===== src/sv/smbpec_pkg.sv =====
// smbpec_pkg: shared types, codes and the CRC-8 byte fold for the SMBus PEC engine.
// No dependencies; imported by every module of the block.
package smbpec_pkg;

    localparam logic [7:0] PEC_POLY  = 8'h07;
    localparam logic [7:0] PEC_TOP   = 8'h80;
    localparam int         PEC_BITS  = 8;
    localparam logic [7:0] SHORT_MAX = 8'd2;

    typedef enum logic [2:0] {
        REQ_OPEN   = 3'd0,
        REQ_CMD    = 3'd1,
        REQ_TURN   = 3'd2,
        REQ_DATA   = 3'd3,
        REQ_FINISH = 3'd4
    } t_req;

    typedef enum logic [1:0] {
        PH_IDLE  = 2'd0,
        PH_WRITE = 2'd1,
        PH_READ  = 2'd2,
        PH_DONE  = 2'd3
    } t_phase;

    typedef enum logic [1:0] {
        ST_PENDING  = 2'd0,
        ST_MATCH    = 2'd1,
        ST_MISMATCH = 2'd2,
        ST_LEN_ERR  = 2'd3
    } t_status;

    typedef struct packed {
        logic [7:0] out_byte;
        logic       out_valid;
        t_status    status;
    } t_result;

    // Fold one byte into the CRC, MSB first.
    function automatic logic [7:0] pec_fold(input logic [7:0] crc, input logic [7:0] b);
        logic [7:0] c;
        c = crc ^ b;
        for (int k = 0; k < PEC_BITS; k++) begin
            if ((c & PEC_TOP) != 8'd0) begin
                c = {c[6:0], 1'b0} ^ PEC_POLY;
            end else begin
                c = {c[6:0], 1'b0};
            end
        end
        return c;
    endfunction

endpackage


===== src/sv/smbus_pec_generate_check_unit.sv =====
// smbus_pec_generate_check_unit: top level of the SMBus PEC generate/check engine.
// Depends on smbpec_pkg and smbpec_engine.
//
//  channel | direction | handshake               | payload
//  --------+-----------+-------------------------+------------------------------------
//  req     | in        | i_req_valid/o_req_stall | i_req_type, i_data_byte, i_read_len
//  res     | out       | o_res_valid/i_res_stall | o_out_byte, o_out_valid, o_status
//  cfg     | in        | i_cfg_valid/o_cfg_ready | i_cfg_data (slave address)
//
// Each request transfer loads one result, offered on o_res_valid the next cycle.
// One request per cycle is sustained while no result is stalled: the CRC fold and phase
// update sit between the transfer state and the result register, which is the only stage.
// Reset (synchronous, i_rst_n low) clears the phase, CRC, read position,
// slave address and result valid.
// A stalled result holds; the request side stalls only while it waits untaken.
module smbus_pec_generate_check_unit (
    input  logic       i_clk,
    input  logic       i_rst_n,
    // request channel
    input  logic       i_req_valid,
    output logic       o_req_stall,
    input  logic [2:0] i_req_type,
    input  logic [7:0] i_data_byte,
    input  logic [7:0] i_read_len,
    // result channel
    output logic       o_res_valid,
    input  logic       i_res_stall,
    output logic [7:0] o_out_byte,
    output logic       o_out_valid,
    output logic [1:0] o_status,
    // configuration channel
    input  logic       i_cfg_valid,
    output logic       o_cfg_ready,
    input  logic [6:0] i_cfg_data
);
    import smbpec_pkg::*;

    logic       accept;
    t_result    result;
    t_result    r_res;
    logic       r_res_valid;
    logic [6:0] r_addr;

    // Stall the request side only when a result is parked and still stalled
    assign o_req_stall = r_res_valid && i_res_stall;
    assign accept      = i_req_valid && !o_req_stall;

    // Config writes are taken at any time; the user writes only when idle
    assign o_cfg_ready = 1'b1;

    always_ff @(posedge i_clk) begin
        if (!i_rst_n) begin
            r_addr <= 7'd0;
        end else if (i_cfg_valid) begin
            r_addr <= i_cfg_data;
        end
    end

    smbpec_engine u_engine (
        .i_clk           (i_clk),
        .i_rst_n         (i_rst_n),
        .i_accept        (accept),
        .i_req_type      (i_req_type),
        .i_data_byte     (i_data_byte),
        .i_read_len      (i_read_len),
        .i_slave_address (r_addr),
        .o_result        (result)
    );

    // Result register: load on every request transfer, drop once taken
    always_ff @(posedge i_clk) begin
        if (!i_rst_n) begin
            r_res_valid <= 1'b0;
        end else if (accept) begin
            r_res_valid <= 1'b1;
        end else if (!i_res_stall) begin
            r_res_valid <= 1'b0;
        end
    end

    always_ff @(posedge i_clk) begin
        if (accept) begin
            r_res <= result;
        end
    end

    assign o_res_valid = r_res_valid;
    assign o_out_byte  = r_res.out_byte;
    assign o_out_valid = r_res.out_valid;
    assign o_status    = r_res.status;

endmodule


===== src/sv/smbpec_engine.sv =====
// smbpec_engine: transfer state (phase, CRC, read position) and the per-byte result logic.
// Depends on smbpec_pkg.
module smbpec_engine (
    input  logic                   i_clk,
    input  logic                   i_rst_n,
    input  logic                   i_accept,
    input  logic [2:0]             i_req_type,
    input  logic [7:0]             i_data_byte,
    input  logic [7:0]             i_read_len,
    input  logic [6:0]             i_slave_address,
    output smbpec_pkg::t_result    o_result
);
    import smbpec_pkg::*;

    t_phase     r_phase, n_phase;
    logic [7:0] r_crc, n_crc;
    logic [7:0] r_idx, n_idx;
    logic [8:0] r_pos, n_pos;
    logic [7:0] r_elen, n_elen;

    logic       is_open, in_write, fold_wr, finish, turn, rd;
    logic       blk_first, len_err, blk_ok, verdict, rd_fold;
    logic [7:0] fold_crc_in, fold_byte_in, fold_out;

    // Request decode against the current phase
    assign is_open   = (i_req_type == REQ_OPEN);
    assign in_write  = !is_open && (r_phase == PH_WRITE);
    assign fold_wr   = in_write && ((i_req_type == REQ_CMD) || (i_req_type == REQ_DATA));
    assign finish    = in_write && (i_req_type == REQ_FINISH);
    assign turn      = in_write && (i_req_type == REQ_TURN);
    assign rd        = !is_open && (r_phase == PH_READ) && (i_req_type == REQ_DATA);
    assign blk_first = rd && (r_elen > SHORT_MAX) && (r_idx == 8'd0);
    assign len_err   = blk_first && (i_data_byte >= r_elen);
    assign blk_ok    = blk_first && !len_err;
    assign verdict   = rd && !blk_first && ({1'b0, r_idx} == r_pos);
    assign rd_fold   = rd && !blk_first && !verdict;

    // One shared byte fold: address bytes or the data byte
    assign fold_crc_in  = is_open ? 8'd0 : r_crc;
    assign fold_byte_in = is_open ? {i_slave_address, 1'b0} :
                          turn    ? {i_slave_address, 1'b1} : i_data_byte;
    assign fold_out     = pec_fold(fold_crc_in, fold_byte_in);

    // Next phase
    always_comb begin
        n_phase = r_phase;
        if (i_accept) begin
            if (is_open) begin
                n_phase = PH_WRITE;
            end else if (finish) begin
                n_phase = PH_IDLE;
            end else if (turn) begin
                n_phase = PH_READ;
            end else if (len_err || verdict) begin
                n_phase = PH_DONE;
            end
        end
    end

    // Datapath state
    always_comb begin
        n_crc  = r_crc;
        n_idx  = r_idx;
        n_pos  = r_pos;
        n_elen = r_elen;
        if (i_accept) begin
            if (is_open) begin
                n_crc = fold_out;
                n_idx = 8'd0;
                n_pos = 9'd0;
            end else if (fold_wr) begin
                n_crc = fold_out;
            end else if (turn) begin
                n_crc  = fold_out;
                n_elen = i_read_len;
                n_idx  = 8'd0;
                n_pos  = (i_read_len > SHORT_MAX) ? 9'd0 : {1'b0, i_read_len};
            end else if (blk_ok) begin
                n_crc = fold_out;
                n_pos = {1'b0, i_data_byte} + 9'd1;
                n_idx = 8'd1;
            end else if (rd_fold) begin
                n_crc = fold_out;
                n_idx = r_idx + 8'd1;
            end
        end
    end

    // Result for this byte
    always_comb begin
        o_result = '{out_byte: 8'd0, out_valid: 1'b0, status: ST_PENDING};
        if (fold_wr || blk_ok || rd_fold) begin
            o_result.out_byte  = i_data_byte;
            o_result.out_valid = 1'b1;
        end else if (finish) begin
            o_result.out_byte  = r_crc;
            o_result.out_valid = 1'b1;
        end else if (verdict) begin
            o_result.out_byte = r_crc;
            o_result.status   = (i_data_byte == r_crc) ? ST_MATCH : ST_MISMATCH;
        end else if (len_err) begin
            o_result.status = ST_LEN_ERR;
        end
    end

    always_ff @(posedge i_clk) begin
        if (!i_rst_n) begin
            r_phase <= PH_IDLE;
            r_crc   <= 8'd0;
            r_idx   <= 8'd0;
            r_pos   <= 9'd0;
            r_elen  <= 8'd0;
        end else begin
            r_phase <= n_phase;
            r_crc   <= n_crc;
            r_idx   <= n_idx;
            r_pos   <= n_pos;
            r_elen  <= n_elen;
        end
    end

endmodule


===== config.mk =====
export PLATFORM = sky130hd
export DESIGN_NAME = smbus_pec_generate_check_unit
export DESIGN_NICKNAME = d
export VERILOG_FILES = /design/src/sv/smbpec_pkg.sv /design/src/sv/smbus_pec_generate_check_unit.sv /design/src/sv/smbpec_engine.sv
export SDC_FILE = /design/constraint.sdc
export NUM_CORES = 1
export LEC_CHECK = 0
export BUFFER_PORTS_ARGS = -buffer_cell sky130_fd_sc_hd__buf_2
export CAP_MARGIN = 20
export CORE_ASPECT_RATIO = 2
export CORE_MARGIN = 5
export CORE_UTILIZATION = 30
export CTS_BUF_LIST = sky130_fd_sc_hd__clkbuf_4
export DETAILED_ROUTE_END_ITERATION = 7
export GPL_TIMING_DRIVEN = 0
export HOLD_SLACK_MARGIN = 0.02
export PLACE_DENSITY_LB_ADDON = 0.12
export SLEW_MARGIN = 10
export SYNTH_ARGS = -nofsm -noshare
export SYNTH_HDL_FRONTEND = slang
export SYNTH_SLANG_ARGS = --single-unit

===== constraint.sdc =====
create_clock -name i_clk -period 2.8 [get_ports i_clk]
set_input_delay 0.42 -clock i_clk [delete_from_list [all_inputs] [get_ports i_clk]]
set_output_delay 0.42 -clock i_clk [all_outputs]
set_load 0.05 [all_outputs]

==> results by group <==
Layout
  • Share of post-route cells with drive strength above 1: 0.166
  • Non-filler instance count after layout: 596
  • Area Growth Syn to Fin: 13.9%
  • Fillers: 1199
  • Footprint of the multi-input gates: 0.00207 sq mm
  • Post-layout net count: 494
  • Register area: 0.00119 sq mm

Critical path
  • WP data arrival: 3000 ps
  • Critical path type: flip-flop to flip-flop
  • Capturing point of the worst reg2reg path: u_engine.r_idx[6]
  • Register-to-Register Path Depth: 9
  • R2R setup slack: 150 ps
  • Max FO, Critical Path: 6
  • Crit. End Element: flip-flop
  • Worst EP required: 3150 ps
  • Reg2reg start: u_engine.r_idx[0]
  • Critical Path Start Type: flip-flop

GRT
  • First-pass GRT wire length: 16700 um
  • Tot GR Track Use: 0.157
  • Vias in the first global route: 3093
  • Total grt overflow: 0
  • Initial antenna violation count: 1
  • Largest net degree at the start of global routing: 18

Clock network
  • Cts hold-fix bufs: 0
  • Clock buffer depth: 2
  • Clock Sinks: 54
  • Clock Pin Slew Worst Setup and Hold Paths: 170 ps
  • CTS Buf Count: 5
  • Clk_lat worst skew: 400 ps
  • # H-tree levels: 2
  • CTS tree: built
  • Clock root buffer: clkbuf_4

Synth
  • Top post-synthesis cells by area: dfxtp_1 25%, edfxtp_1 9.7%, xnor2_1 8.0%, mux2i_1 5.0%, nand2_1 4.3%
  • Area leader, netlist: dfxtp_1
  • Post-synthesis adder-cell area fraction: 0.0405
  • Synth cell count leaders: 43 x dfxtp_1, 39 x nand2_1, 34 x nor2_1
  • Ys flop type: dfxtp_1
  • Yosys warns: 0
  • Synth cell types: 56
  • Largest family of logic cells by synthesized area: simple AND/OR/NAND/NOR gates
  • Count leader, synth: dfxtp_1
  • Post-synthesis net count: 446
  • Post-Synth Simple-Gate Area: 0.216
  • Syn Inst Count: 404
  • Synthesized cell area: 0.00340 sq mm
  • Synth Area in Compound Gates: 0.191
  • Post-synth EDFFs: 11
  • Mux contribution to synthesized area: 0.0500
  • Flops & latches, synth: 54
  • FFs w/ async S/R, synth: 0
  • Mean post-synth cell area: 8.42 sq um
  • Sequential-to-total area share from yosys stat: 0.350
  • Post-Synth XOR/XNOR Area: 0.103
  • Synth top area share: 0.253

Route
  • Antenna viol nets, final: 0
  • Vias per cell: 5.16
  • DRC Markers: 0
  • Final wirelength: between 10000 and 15000 um
  • Via count: approximately 3k
  • Drt first-iter violations: 160
  • Post-DR wirelength/cell: 17.7 um
  • Pre-antenna DRT Iters: 4

STA
  • RSZ-0062 raised after global routing: yes
  • Worst relative slew slack: 0.445
  • PnR worst setup slack: ~150 ps
  • Max Clk Rate: 377 MHz
  • Final Max Slew Viols: 0
  • Worst-Margin Slew: 830 ps
  • Worst Skew: between 15 and 20 ps
  • Hold_ws: 225 ps
  • Tmin final: 2650 ps
  • Final setup fails: 0
  • Final hold viol count: 0
  • Tcrit/Tclk final: 0.947

Die
  • DIE AREA: around 0.014 sq mm
  • Row cnt: 55
  • Die W: about 85 um
  • Core outline area: 0.0112 sq mm
  • Die H: 161 um
  • I/O pin total: 45
  • Starting Density: 0.303

Placed design
  • Final HPWL DP: 8280 um
  • RePlAce Congestion: approximately 0.8
  • Dpl cells: between 500 and 600
  • Minimum setup slack after placement: -305 ps
  • Count of input and output buffers: 41

Pwr
  • Gate power share: 0.223
  • Switch share: 0.334
  • P_leak: 1.40 nW
  • PD cells: 405 mW/mm^2
  • Sequential Power Share: 0.535
  • Clock Power Share: 0.241
  • Cell Int Power: about 0.0010 W
  • Maximum vdd drop: 0.186 mV
  • Switching power: 0.000524 W
  • Design Power: between 0.0015 and 0.002 W

Min path
  • Hold Path Sink: o_res_valid
  • WHS Path Cells: 2
  • Worst hold start: i_req_valid
  • Hold Crit Class: input port to flip-flop

Job
  • Max Cap Violations: 0

Outcome
  • Status: completed
## registers in the layout, summed over array words and instances, names as in the netlist
| name | flops |
|---|---|
| o_out_valid | 1 |
| o_res_valid | 1 |
| u_engine.r_idx | 8 |
| u_engine.r_crc | 8 |
| u_engine.r_pos | 9 |
| r_addr | 7 |
| o_out_byte | 8 |
| o_status | 2 |
| u_engine.r_elen | 8 |
| u_engine.r_phase | 2 |
## logic make-up after synthesis
family	after synthesis
AND/OR/NAND/NOR	147
AO/OA/AOI/OAI	96
flip-flops	54
XOR/XNOR	40
buffers and inverters	38
multiplexers	17
adder cells (fa/ha/maj)	11
other	1
## stage by stage
| stage | area [sq um] | setup TNS (ps) | utilization |
|---|---|---|---|
| CTS | 3850 | 0 | 0.343 |
| floorplan | 3400 | 0 | - |
| detailed placement | 3790 | -5860 | 0.338 |
| finish | 3880 | 0 | 0.346 |
| global route | 3880 | -40.5 | 0.346 |
| global placement | 3790 | -5120 | 0.338 |
## critical path, cell delays in order, from the launching register on
cell	delay, ps
dfxtp_1	430
inv_1	90
ha_1	130
nor4b_2	200
o211ai_1	190
or4_4	500
nor3_4	310
nor3_1	140
or3_2	470
a21oi_1	140
## per-layer routing
metal / wire (um) / global-route usage / vias up
met5: 0 / 0 / -
met4: 443 / 0.0922 / 0
met3: 303 / 0.0190 / 21
met2: 5900 / 0.296 / 74
met1: 3880 / 0.161 / 1449
li1: - / - / 1533
## worst max path at each step
stage / cells past startpoint / end / startpoint / slack (ps)
2_1_floorplan: 6 / u_engine.r_idx[6] / o_res_valid / 130
3_3_place_gp: 10 / u_engine.r_idx[6] / i_data_byte[0] / -290
3_5_place_dp: 10 / u_engine.r_idx[6] / i_data_byte[0] / -300
4_1_cts: 10 / u_engine.r_idx[7] / u_engine.r_idx[0] / 80
5_1_grt: 9 / u_engine.r_idx[0] / u_engine.r_idx[0] / -20
6_report: 9 / u_engine.r_idx[6] / u_engine.r_idx[0] / 150
## cell type report
type | count | share of cell area
buffer | 22 | 0.0287
clock buffer | 5 | 0.00968
multi-input combinational | 312 | 0.534
antenna | 1 | 0.000646
clock inverter | 3 | 0.00516
inverter | 16 | 0.0155
tap | 142 | 0.0458
sequential | 54 | 0.307
timing repair buffer | 41 | 0.0529
## what timing repair did
action	in CTS	in global routing
resized for setup	1	7
pin swaps	0	0
endpoints found under the setup margin	14	26
setup buffers	0	0
## layout by cell type, fill, tap and decap left out, drive strengths merged, types with 11 or more instances in the layout
master and count:
buf 49, dfxtp 43, nand2 39, nor2 37, xnor2 31, o21ai 26, a21oi 24, nor3 22
nand3 19, clkbuf 19, mux2i 17, inv 17, ha 11, edfxtp 11
## power by group through the flow
stage               sequential (W)  clock, W  combinational (W)
CTS                       0.000841  0.000396           0.000352
finish                    0.000841  0.000379           0.000350
global placement          0.000857         0           0.000346
detailed placement        0.000857         0           0.000349
floorplan                 0.000881         0           0.000220
global route              0.000845  0.000416           0.000384
Power figures use the tool's default switching activity.
